### src/sv/ctbc_pkg.sv
// Shared types and constants for the text/binary content classifier.
package ctbc_pkg;

  // Sample limit and control byte ratio
  localparam int SAMPLE_BYTES  = 8192;
  localparam int CONTROL_RATIO = 20;

  // Derived widths
  localparam int COUNT_W     = $clog2(SAMPLE_BYTES + 1);
  localparam int RATIO_W     = (CONTROL_RATIO > 1) ? $clog2(CONTROL_RATIO) : 1;
  localparam int CTRL_W      = 14;
  localparam int LIMIT_W     = (COUNT_W > CTRL_W) ? COUNT_W : CTRL_W;
  localparam int CFG_INDEX_W = 1;
  localparam int CFG_DATA_W  = 14;

  // Configuration register indexes
  localparam logic [CFG_INDEX_W-1:0] REG_CONTROL_FLOOR = 1'd0;
  localparam logic [CFG_INDEX_W-1:0] REG_UTF8_ENABLE   = 1'd1;

  // Verdict causes
  localparam logic [2:0] CAUSE_EMPTY   = 3'd0;
  localparam logic [2:0] CAUSE_MARK    = 3'd1;
  localparam logic [2:0] CAUSE_ZERO    = 3'd2;
  localparam logic [2:0] CAUSE_CONTROL = 3'd3;
  localparam logic [2:0] CAUSE_UTF8    = 3'd4;
  localparam logic [2:0] CAUSE_PLAIN   = 3'd5;

  // Range rules for the next UTF-8 continuation byte
  localparam logic [2:0] CON_ANY     = 3'd0;  // 80..BF
  localparam logic [2:0] CON_AFTER_E0 = 3'd1; // A0..BF
  localparam logic [2:0] CON_AFTER_ED = 3'd2; // 80..9F
  localparam logic [2:0] CON_AFTER_F0 = 3'd3; // 90..BF
  localparam logic [2:0] CON_AFTER_F4 = 3'd4; // 80..8F

  typedef struct packed {
    logic [7:0] byte_value;
    logic       last_byte;
    logic       empty_sample;
  } sample_t;

  typedef struct packed {
    logic              is_binary;
    logic [2:0]        decision_cause;
    logic [CTRL_W-1:0] control_total;
  } verdict_t;

endpackage

### src/sv/ctbc_sample_if.sv
// Valid/ready channel carrying one sample byte per transaction.
interface ctbc_sample_if;
  import ctbc_pkg::*;

  logic    valid;
  logic    ready;
  sample_t data;

  modport source (output valid, output data, input ready);
  modport sink   (input valid, input data, output ready);
endinterface

### src/sv/ctbc_verdict_if.sv
// Valid/ready channel carrying one verdict per transaction.
interface ctbc_verdict_if;
  import ctbc_pkg::*;

  logic     valid;
  logic     ready;
  verdict_t data;

  modport source (output valid, output data, input ready);
  modport sink   (input valid, input data, output ready);
endinterface

### src/sv/text_binary_content_classifier_unit.sv
// The final byte passes the input register; its verdict is then registered for output.
// Throughput: one byte per cycle when input is not stalled; all per-byte work sits
// between the input register and the sample state and result registers, so no byte
// waits on another. A waiting verdict stalls input only when the byte in the input
// register ends a sample. Reset (synchronous, active high) clears sample state and
// empties both registers; control_floor and utf8_check_enable return to 1.
module text_binary_content_classifier_unit (
  input  logic                             clk,
  input  logic                             rst,
  input  logic                             cfg_we,
  input  logic [ctbc_pkg::CFG_INDEX_W-1:0] cfg_index,
  input  logic [ctbc_pkg::CFG_DATA_W-1:0]  cfg_data,
  ctbc_sample_if.sink                      sample,
  ctbc_verdict_if.source                   verdict
);
  import ctbc_pkg::*;

  // Configuration
  logic [CTRL_W-1:0] control_floor;
  logic              utf8_check_enable;

  // Input register
  logic    s1_valid;
  sample_t s1;

  // Sample state
  logic [COUNT_W-1:0] byte_count,      byte_count_next;
  logic [31:0]        head_window,     head_window_next;
  logic               zero_seen,       zero_seen_next;
  logic [COUNT_W-1:0] control_count,   control_count_next;
  logic [1:0]         utf8_pending,    utf8_pending_next;
  logic [2:0]         utf8_constraint, utf8_constraint_next;
  logic               utf8_failed,     utf8_failed_next;
  logic [RATIO_W-1:0] ratio_rem,       ratio_rem_next;
  logic [COUNT_W-1:0] ratio_quot,      ratio_quot_next;

  // Per-byte working signals
  logic               keep;
  logic               is_control;
  logic [7:0]         cont_lo;
  logic [7:0]         cont_hi;
  logic               has_mark;
  logic [LIMIT_W-1:0] limit;
  logic [LIMIT_W-1:0] floor_ext;
  logic [LIMIT_W-1:0] quot_ext;
  logic [LIMIT_W-1:0] ctrl_ext;
  logic [7:0]         hb0, hb1, hb2, hb3;
  verdict_t           result;

  // Handshake
  logic s1_produces;
  logic out_free;
  logic s1_fire;

  assign s1_produces  = s1.last_byte | s1.empty_sample;
  assign out_free     = ~verdict.valid | verdict.ready;
  assign s1_fire      = s1_valid & (~s1_produces | out_free);
  assign sample.ready = ~s1_valid | s1_fire;

  // Write configuration registers
  always_ff @(posedge clk) begin
    if (rst) begin
      control_floor     <= CTRL_W'(1);
      utf8_check_enable <= 1'b1;
    end else if (cfg_we) begin
      case (cfg_index)
        REG_CONTROL_FLOOR: control_floor     <= cfg_data[CTRL_W-1:0];
        REG_UTF8_ENABLE:   utf8_check_enable <= cfg_data[0];
        default: ;
      endcase
    end
  end

  // Capture the input transaction
  always_ff @(posedge clk) begin
    if (rst) begin
      s1_valid <= 1'b0;
    end else if (sample.valid && sample.ready) begin
      s1_valid <= 1'b1;
    end else if (s1_fire) begin
      s1_valid <= 1'b0;
    end
  end

  always_ff @(posedge clk) begin
    if (sample.valid && sample.ready) begin
      s1 <= sample.data;
    end
  end

  // Fold one byte into the sample state
  always_comb begin
    keep       = (byte_count != COUNT_W'(SAMPLE_BYTES));
    is_control = (s1.byte_value < 8'h09) ||
                 ((s1.byte_value > 8'h0D) && (s1.byte_value < 8'h20));

    byte_count_next      = byte_count;
    head_window_next     = head_window;
    zero_seen_next       = zero_seen;
    control_count_next   = control_count;
    ratio_rem_next       = ratio_rem;
    ratio_quot_next      = ratio_quot;
    utf8_pending_next    = utf8_pending;
    utf8_constraint_next = utf8_constraint;
    utf8_failed_next     = utf8_failed;
    cont_lo              = 8'h80;
    cont_hi              = 8'hBF;

    case (utf8_constraint)
      CON_AFTER_E0: cont_lo = 8'hA0;
      CON_AFTER_ED: cont_hi = 8'h9F;
      CON_AFTER_F0: cont_lo = 8'h90;
      CON_AFTER_F4: cont_hi = 8'h8F;
      default: ;
    endcase

    if (keep) begin
      byte_count_next = byte_count + COUNT_W'(1);

      // Place the byte in the head window lane it belongs to
      for (int i = 0; i < 4; i++) begin
        if (byte_count == COUNT_W'(i)) begin
          head_window_next[8*i +: 8] = s1.byte_value;
        end
      end

      if (s1.byte_value == 8'h00) begin
        zero_seen_next = 1'b1;
      end
      if (is_control) begin
        control_count_next = control_count + COUNT_W'(1);
      end

      // Running quotient of the length by the control ratio
      if (ratio_rem == RATIO_W'(CONTROL_RATIO - 1)) begin
        ratio_rem_next  = '0;
        ratio_quot_next = ratio_quot + COUNT_W'(1);
      end else begin
        ratio_rem_next  = ratio_rem + RATIO_W'(1);
      end

      // Strict UTF-8 decoder, sticky on the first failure
      if (!utf8_failed) begin
        if (utf8_pending != 2'd0) begin
          if ((s1.byte_value < cont_lo) || (s1.byte_value > cont_hi)) begin
            utf8_failed_next = 1'b1;
          end else begin
            utf8_pending_next    = utf8_pending - 2'd1;
            utf8_constraint_next = CON_ANY;
          end
        end else if (s1.byte_value >= 8'h80) begin
          if ((s1.byte_value < 8'hC2) || (s1.byte_value > 8'hF4)) begin
            utf8_failed_next = 1'b1;
          end else if (s1.byte_value < 8'hE0) begin
            utf8_pending_next    = 2'd1;
            utf8_constraint_next = CON_ANY;
          end else if (s1.byte_value < 8'hF0) begin
            utf8_pending_next    = 2'd2;
            utf8_constraint_next = (s1.byte_value == 8'hE0) ? CON_AFTER_E0 :
                                   (s1.byte_value == 8'hED) ? CON_AFTER_ED : CON_ANY;
          end else begin
            utf8_pending_next    = 2'd3;
            utf8_constraint_next = (s1.byte_value == 8'hF0) ? CON_AFTER_F0 :
                                   (s1.byte_value == 8'hF4) ? CON_AFTER_F4 : CON_ANY;
          end
        end
      end
    end
  end

  // Work out the verdict from the updated state
  always_comb begin
    hb0 = head_window_next[7:0];
    hb1 = head_window_next[15:8];
    hb2 = head_window_next[23:16];
    hb3 = head_window_next[31:24];

    has_mark =
      ((byte_count_next >= COUNT_W'(3)) && (hb0 == 8'hEF) && (hb1 == 8'hBB) &&
       (hb2 == 8'hBF)) ||
      ((byte_count_next >= COUNT_W'(2)) && (hb0 == 8'hFF) && (hb1 == 8'hFE)) ||
      ((byte_count_next >= COUNT_W'(2)) && (hb0 == 8'hFE) && (hb1 == 8'hFF)) ||
      ((byte_count_next >= COUNT_W'(4)) && (hb0 == 8'h00) && (hb1 == 8'h00) &&
       (hb2 == 8'hFE) && (hb3 == 8'hFF));

    floor_ext = LIMIT_W'(control_floor);
    quot_ext  = LIMIT_W'(ratio_quot_next);
    ctrl_ext  = LIMIT_W'(control_count_next);
    limit     = (floor_ext > quot_ext) ? floor_ext : quot_ext;

    // Saturate the reported total at the field width
    if (ctrl_ext > LIMIT_W'({CTRL_W{1'b1}})) begin
      result.control_total = {CTRL_W{1'b1}};
    end else begin
      result.control_total = ctrl_ext[CTRL_W-1:0];
    end

    if (s1.empty_sample) begin
      result.is_binary      = 1'b0;
      result.decision_cause = CAUSE_EMPTY;
      result.control_total  = '0;
    end else if (has_mark) begin
      result.is_binary      = 1'b0;
      result.decision_cause = CAUSE_MARK;
    end else if (zero_seen_next) begin
      result.is_binary      = 1'b1;
      result.decision_cause = CAUSE_ZERO;
    end else if (ctrl_ext > limit) begin
      result.is_binary      = 1'b1;
      result.decision_cause = CAUSE_CONTROL;
    end else if (utf8_check_enable && utf8_failed_next) begin
      result.is_binary      = 1'b1;
      result.decision_cause = CAUSE_UTF8;
    end else begin
      result.is_binary      = 1'b0;
      result.decision_cause = CAUSE_PLAIN;
    end
  end

  // Advance the sample state; clear it once a verdict is issued
  always_ff @(posedge clk) begin
    if (rst || (s1_fire && s1_produces)) begin
      byte_count      <= '0;
      head_window     <= '0;
      zero_seen       <= 1'b0;
      control_count   <= '0;
      utf8_pending    <= '0;
      utf8_constraint <= CON_ANY;
      utf8_failed     <= 1'b0;
      ratio_rem       <= '0;
      ratio_quot      <= '0;
    end else if (s1_fire) begin
      byte_count      <= byte_count_next;
      head_window     <= head_window_next;
      zero_seen       <= zero_seen_next;
      control_count   <= control_count_next;
      utf8_pending    <= utf8_pending_next;
      utf8_constraint <= utf8_constraint_next;
      utf8_failed     <= utf8_failed_next;
      ratio_rem       <= ratio_rem_next;
      ratio_quot      <= ratio_quot_next;
    end
  end

  // Hold the verdict until the sink takes it
  always_ff @(posedge clk) begin
    if (rst) begin
      verdict.valid <= 1'b0;
    end else if (s1_fire && s1_produces) begin
      verdict.valid <= 1'b1;
    end else if (verdict.ready) begin
      verdict.valid <= 1'b0;
    end
  end

  always_ff @(posedge clk) begin
    if (s1_fire && s1_produces) begin
      verdict.data <= result;
    end
  end

endmodule

### src/flat_wrapper.sv
// flat-port wrapper written by rule: the top's interface ports become plain ports
module text_binary_content_classifier_unit_flat import ctbc_pkg::*;
  (clk, rst, cfg_we, cfg_index, cfg_data, sample_valid, sample_data, sample_ready, verdict_valid, verdict_data, verdict_ready);
  ctbc_sample_if sample_i ();
  ctbc_verdict_if verdict_i ();
  input  logic clk;
  input  logic rst;
  input  logic cfg_we;
  input  logic [ctbc_pkg::CFG_INDEX_W-1:0] cfg_index;
  input  logic [ctbc_pkg::CFG_DATA_W-1:0] cfg_data;
  input wire logic [$bits(sample_i.valid)-1:0] sample_valid;
  input wire logic [$bits(sample_i.data)-1:0] sample_data;
  output wire logic [$bits(sample_i.ready)-1:0] sample_ready;
  output wire logic [$bits(verdict_i.valid)-1:0] verdict_valid;
  output wire logic [$bits(verdict_i.data)-1:0] verdict_data;
  input wire logic [$bits(verdict_i.ready)-1:0] verdict_ready;
  assign sample_i.valid = sample_valid;
  assign sample_i.data = sample_data;
  assign sample_ready = sample_i.ready;
  assign verdict_valid = verdict_i.valid;
  assign verdict_data = verdict_i.data;
  assign verdict_i.ready = verdict_ready;
  text_binary_content_classifier_unit u_core (.clk(clk), .rst(rst), .cfg_we(cfg_we), .cfg_index(cfg_index), .cfg_data(cfg_data), .sample(sample_i), .verdict(verdict_i));
endmodule
### config.mk
export PLATFORM = sky130hd
export DESIGN_NAME = text_binary_content_classifier_unit_flat
export DESIGN_NICKNAME = d
export VERILOG_FILES = /design/src/sv/ctbc_pkg.sv /design/src/sv/ctbc_sample_if.sv /design/src/sv/ctbc_verdict_if.sv /design/src/sv/text_binary_content_classifier_unit.sv /design/src/flat_wrapper.sv
export SDC_FILE = /design/constraint.sdc
export NUM_CORES = 1
export LEC_CHECK = 0
export ABC_AREA = 1
export BUFFER_PORTS_ARGS = -buffer_cell sky130_fd_sc_hd__buf_4
export CORE_MARGIN = 5
export CORE_UTILIZATION = 55
export DETAILED_ROUTE_END_ITERATION = 10
export PLACE_DENSITY = 0.77
export SLEW_MARGIN = 20
export SYNTH_ARGS = -nofsm -noshare
export SYNTH_HDL_FRONTEND = slang
export SYNTH_SLANG_ARGS = --single-unit
### constraint.sdc
create_clock -name clk -period 6.6 [get_ports clk]
set_input_delay 1.32 -clock clk [delete_from_list [all_inputs] [get_ports clk]]
set_output_delay 1.32 -clock clk [all_outputs]
set_load 0.005 [all_outputs]
==> results of run 1 <==
-- worst reg2reg max path: cells and delay by family (launching register included) --
kind | cells | cell delay, ps
xor gates and xnor gates | 1 | 100
adders and majority gates | 3 | 790
buffers and inverters | 6 | 410
AOI/OAI and AO/OA | 4 | 720
DFF | 1 | 440
and+or+nand+nor | 20 | 2420
-- cells by family (layout without fill, tap and decap cells) --
group           after synthesis  after routing  share of synthesized area, %
compound gates              207            207                         14.25
xor+xnor                     31             31                         3.603
fa+ha+maj                    38             38                         6.139
buf+inv                     188            236                         9.838
flops                       131            131                         37.48
mux                           1              1                        0.1292
simple gates                496            496                         28.56
-- flip-flops by register name, summed over array words and instances, names as in the netlist, 2 cells and up --
name	cells
u_core.control_count	14
u_core.verdict.data	18
u_core.control_floor	14
u_core.utf8_pending	2
u_core.ratio_rem	5
u_core.byte_count	14
u_core.s1	10
u_core.head_window	32
u_core.utf8_constraint	3
u_core.ratio_quot	14
-- report_power, final --
part / switching (mW) / internal, mW
Sequential: 0.0408 / 0.866
Combinational: 0.259 / 0.140
Clock: 0.331 / 0.644
Total: 0.630 / 1.65
-- through the flow --
step / utilization [%] / power (mW) / instances
finish: 63.61 / 2.281 / 1320
global route: 63.61 / 2.403 / 1320
CTS: 63.61 / 2.295 / 1320
detailed placement: 59.18 / 1.313 / 1288
global placement: 59.18 / 1.302 / 1288
floorplan: - / 1.218 / 1092
-- layer usage --
| layer | up-vias | share of wire, % | global-route usage, % |
|---|---|---|---|
| met5 | - | 0 | 0 |
| met4 | 0 | 2.3 | 9.574 |
| met3 | 31 | 6.0 | 4.359 |
| met2 | 197 | 45 | 34.57 |
| met1 | 3163 | 47 | 31.61 |
| li1 | 3626 | - | - |
-- worst paths after layout --
kind,endpoint,slack (ps),cells past startpoint
worst min-delay path,u_core.zero_seen,460,2
worst max-delay path,u_core.verdict.data[14],1490,34
worst min register to register,u_core.zero_seen,460,2
worst max register to register,u_core.verdict.data[14],1490,34
-- placed cells by master (no fill, tap or decap), drive strengths merged --
master   count
nand2      210
nor2       179
inv        150
o21ai      126
dfxtp      103
a21oi       64
nand3       58
buf         53
ha          38
edfxtp      28
clkbuf      28
xor2        23
nand4       18
nor3        14
o211ai      10
xnor2        8
nand3b       5
nor4         4
nor3b        3
or2          3
bufinv       3
o21a         2
clkinv       2
o221ai       1
o2111ai      1
mux2i        1
a21boi       1
nor2b        1
and3         1
a211oi       1
a221oi       1
-- final cells by class --
| type | instances | area [sq um] |
|---|---|---|
| clock inverters | 4 | 95.09 |
| repair buffers | 53 | 397.9 |
| fillers | 1217 | 5032 |
| multi-input cells | 773 | 4088 |
| flip-flops and latches | 131 | 2903 |
| well taps | 180 | 225.2 |
| inverters | 151 | 569.3 |
| clock buffers | 28 | 516.7 |
==> results.json, run 1 <==
{
  "synth_area_leader_cell": "dfxtp_1",
  "design_area_sq_mm": 0.008795,
  "antenna_found_initial": 0,
  "worst_slack_ps": 1492,
  "synthFlopType": "dfxtp_1",
  "worst_hold_slack_ps": 462.5,
  "ys.warnings.count": 0,
  "drtIter0Drc": 592,
  "clockBufferDepth": 2,
  "slew_headroom_pct": 36.50,
  "vias": 7017,
  "synthTopCellsByArea": "dfxtp_1, edfxtp_1, nand2_1",
  "worstMarginPinSlew_ps": 952.5,
  "syn_area_sq_mm": 0.007745,
  "hold_viol": 0,
  "dpl_cell_area_sq_mm": 0.008183,
  "gp_congestion": 0.9145,
  "tns_ps": 0,
  "cts_sinks": 131,
  "slowest_stage": "dfxtp_1",
  "antenna_left": 0,
  "arrival_ps": 5290,
  "leakage_nw": 4.082,
  "grt_pass1_wl_microns": 30460,
  "pin_count": 50,
  "die_area_sq_mm": 0.01655,
  "clock_latency_ps": 430,
  "cts_tree": "yes",
  "fmax_mhz": 195.8,
  "grt_pass1_vias": 6313,
  "cts_resized": 0,
  "root_buffer": "clkbuf_16",
  "hold_start": "u_core.zero_seen",
  "cp-startpoint": "u_core.byte_count[0]",
  "dp_slack_ps": 1708,
  "critical_path.startpoint_type": "flip-flop",
  "peakVddDrop_uv": 178.5,
  "synth_edf_count": 28,
  "setup_viol": 0,
  "rsz0062_at_grt": "false",
  "route.detailed.drc": 0,
  "worst_setup_path_end_kind": "flip-flop",
  "fin_crit_ps": 5108,
  "grtUsageTotal_pct": 22.70,
  "synth_area_per_cell_sq_um": 7.092,
  "regToRegStartpoint": "u_core.byte_count[0]",
  "slew_viol_final": 0,
  "gr-total-overflow": 0,
  "grt_max_degree": 101,
  "cp.required_ps": 6780,
  "p_per_area_mw_per_mm2": 259.4,
  "synth-async-reset-ratio_pct": 0,
  "die_w_microns": 128.7,
  "yosys.cell_types.count": 47,
  "status": "completed",
  "dieHeight_microns": 128.7,
  "clk_pin_slew_worst_paths_ps": 50,
  "firstDrtPassIters": 5,
  "core_sq_mm": 0.01383,
  "vias_per_cell": 5.316,
  "initial_core_util_pct": 56.01,
  "cts_buffers": 17,
  "cts_max_level": 4,
  "cp_top_family": "simple AND/OR/NAND/NOR gates",
  "cts_hold_buf": 0,
  "path_class": "flip-flop to flip-flop",
  "antenna_cells": 0,
  "crit_fanout": 28,
  "nets": 1195,
  "syn_nets": 1160,
  "seq_area_frac_synth_pct": 37.48,
  "synth_seq_cells": 131,
  "synth_commonest_cells": "nand2_1, nor2_1, inv_1",
  "syn_inst": 1092,
  "synth.most_common_cell": "nand2_1",
  "drv_cap": 0,
  "post-cts-setup-buffers": 0,
  "hold_class": "flip-flop to flip-flop",
  "path_buf_inv": 6,
  "routed_wl_microns": 18200,
  "area_delta_synth_final_pct": 13.55,
  "fin_crit_sh_pct": 77.39,
  "port_buffers": 49,
  "synth_top_area_share_pct": 26.62,
  "drive_above_1_share_pct": 10.61,
  "detail_route.wl_per_cell_microns": 13.79,
  "finClkSkew_ps": 13.15,
  "slowest_delay_ps": 440,
  "cpMostUsedCell": "nand2_1",
  "hpwl_microns": 13080,
  "row_count": 43
}
Power figures use the tool's default switching activity.
==> run 2: changes to the inputs <==
clock period = 4.92 ns   (was 6.6 ns; I/O delays follow)
==> run 2 against run 1 <==
- critical path depth grew 2
- final cell count grew 0.61%
- global-route usage grew 0.92 points
- sequential share of layout area shrank 0.27 points
- sequential power grew 35%
- die area is the same
- critical path type unchanged
- largest cell class unchanged
- largest power group unchanged
==> results.json, run 2 (synthesized netlist as in run 1, its figures left out) <==
{
  "status": "completed",
  "route.detailed.drc": 0,
  "grt_pass1_vias": 6472,
  "initial_core_util_pct": 56.01,
  "slew_headroom_pct": 42.72,
  "slowest_delay_ps": 380,
  "drtIter0Drc": 530,
  "vias_per_cell": 5.349,
  "cpMostUsedCell": "nand2_1",
  "row_count": 43,
  "vias": 7104,
  "port_buffers": 49,
  "die_area_sq_mm": 0.01655,
  "fin_crit_ps": 4481,
  "detail_route.wl_per_cell_microns": 14.37,
  "r2r_setup_slack_ps": 440,
  "path_class": "flip-flop to flip-flop",
  "nets": 1203,
  "r2r_cells": 36,
  "rsz0062_at_grt": "false",
  "top_regs": "u_core.head_window (32), u_core.verdict.data (18)",
  "antenna_cells": 0,
  "slowest_stage": "dfxtp_4",
  "finClkSkew_ps": 10.29,
  "worst_setup_path_end_kind": "flip-flop",
  "setup_viol": 0,
  "holdPathStages": 2,
  "slew_viol_final": 0,
  "grt_max_degree": 85,
  "routed_wl_microns": 19080,
  "antenna_left": 0,
  "grt_pass1_wl_microns": 31460,
  "core_sq_mm": 0.01383,
  "hold_class": "flip-flop to flip-flop",
  "gp_congestion": 0.9176,
  "clk_pin_slew_worst_paths_ps": 60,
  "grtUsageTotal_pct": 23.62,
  "hpwl_microns": 13270,
  "clockBufferDepth": 2,
  "drive_above_1_share_pct": 11.93,
  "cts_tree": "yes",
  "drv_cap": 0,
  "top_register": "u_core.head_window",
  "p_per_area_mw_per_mm2": 348.6,
  "die_w_microns": 128.7,
  "tns_ps": 0,
  "area_delta_synth_final_pct": 14.68,
  "crit_fanout": 28,
  "clock_latency_ps": 440,
  "antenna_found_initial": 0,
  "cts_buffers": 17,
  "peakVddDrop_uv": 283.0,
  "dp_slack_ps": 308.7,
  "cts_sinks": 131,
  "layout_commonest_cell": "nand2_1",
  "pin_count": 50,
  "cts_max_level": 4,
  "leakage_nw": 4.128,
  "finalPower_mw": 3.096,
  "critical_path.startpoint_type": "flip-flop",
  "largest_reg_flops": 32,
  "firstDrtPassIters": 6,
  "layout_common_cells": "nand2_1, nor2_1, inv_1",
  "cp.required_ps": 5120,
  "dieHeight_microns": 128.7,
  "fin_crit_sh_pct": 91.07,
  "worstMarginPinSlew_ps": 858.2,
  "root_buffer": "clkbuf_16",
  "gr-total-overflow": 0,
  "hold_viol": 0,
  "arrival_ps": 4680,
  "fmax_mhz": 223.2,
  "worst_slack_ps": 439.3
}
[run 2: stage by stage]
step | utilization (%) | instance area, sq um | hold WS, ps | instances
3_5_place_dp | 59.51 | 8228 | 451.0 | 1294
3_3_place_gp | 59.51 | 8228 | 447.4 | 1294
2_1_floorplan | - | 7745 | 429.1 | 1092
5_1_grt | 64.24 | 8882 | 491.7 | 1328
6_report | 64.24 | 8882 | 470.5 | 1328
4_1_cts | 63.99 | 8848 | 463.3 | 1326
[run 2: final timing paths]
path                                           start                       to
worst max-delay path            u_core.byte_count[0]  u_core.verdict.data[14]
worst min-delay path                u_core.zero_seen         u_core.zero_seen
worst max register to register  u_core.byte_count[0]  u_core.verdict.data[14]
worst min register to register      u_core.zero_seen         u_core.zero_seen
[run 2: what timing repair did]
| action | in CTS | in global routing |
|---|---|---|
| hold endpoints to repair | 0 | 0 |
| setup endpoints to repair | 0 | 4 |
| hold buffers | 0 | 0 |
| setup buffers | 0 | 2 |
| resized for setup | 0 | 7 |
[run 2: cell type report]
type                            instances  area, sq um
Sequential cell                       131         2908
Clock buffer                           24        524.3
Clock inverter                          8        96.34
Multi-Input combinational cell        773         4098
Inverter                              151        569.3
Tap cell                              180        225.2
Fill cell                            1233         4945
Timing Repair Buffer                   61        461.7
[run 2: where the power goes]
group | internal (mW) | total (mW) | switching [mW] | leakage, nW
logic | 0.199 | 0.553 | 0.355 | 2.71
registers | 1.16 | 1.22 | 0.0564 | 1.11
clock network | 0.844 | 1.32 | 0.481 | 0.306
[run 2: worst max-delay path, delay by kind of cell, from the launching register on]
family | cells | cell delay [ps]
compound gates | 4 | 380
buf+inv | 6 | 480
xor+xnor | 1 | 100
fa+ha+maj | 3 | 830
flops | 1 | 380
simple gates | 22 | 2100
[run 2: metal layers]
metal / wire length (microns) / GRT usage (%)
met5: 0 / 0
met4: 361 / 8.647
met3: 1192 / 4.857
met2: 8602 / 36.13
met1: 8927 / 33.09
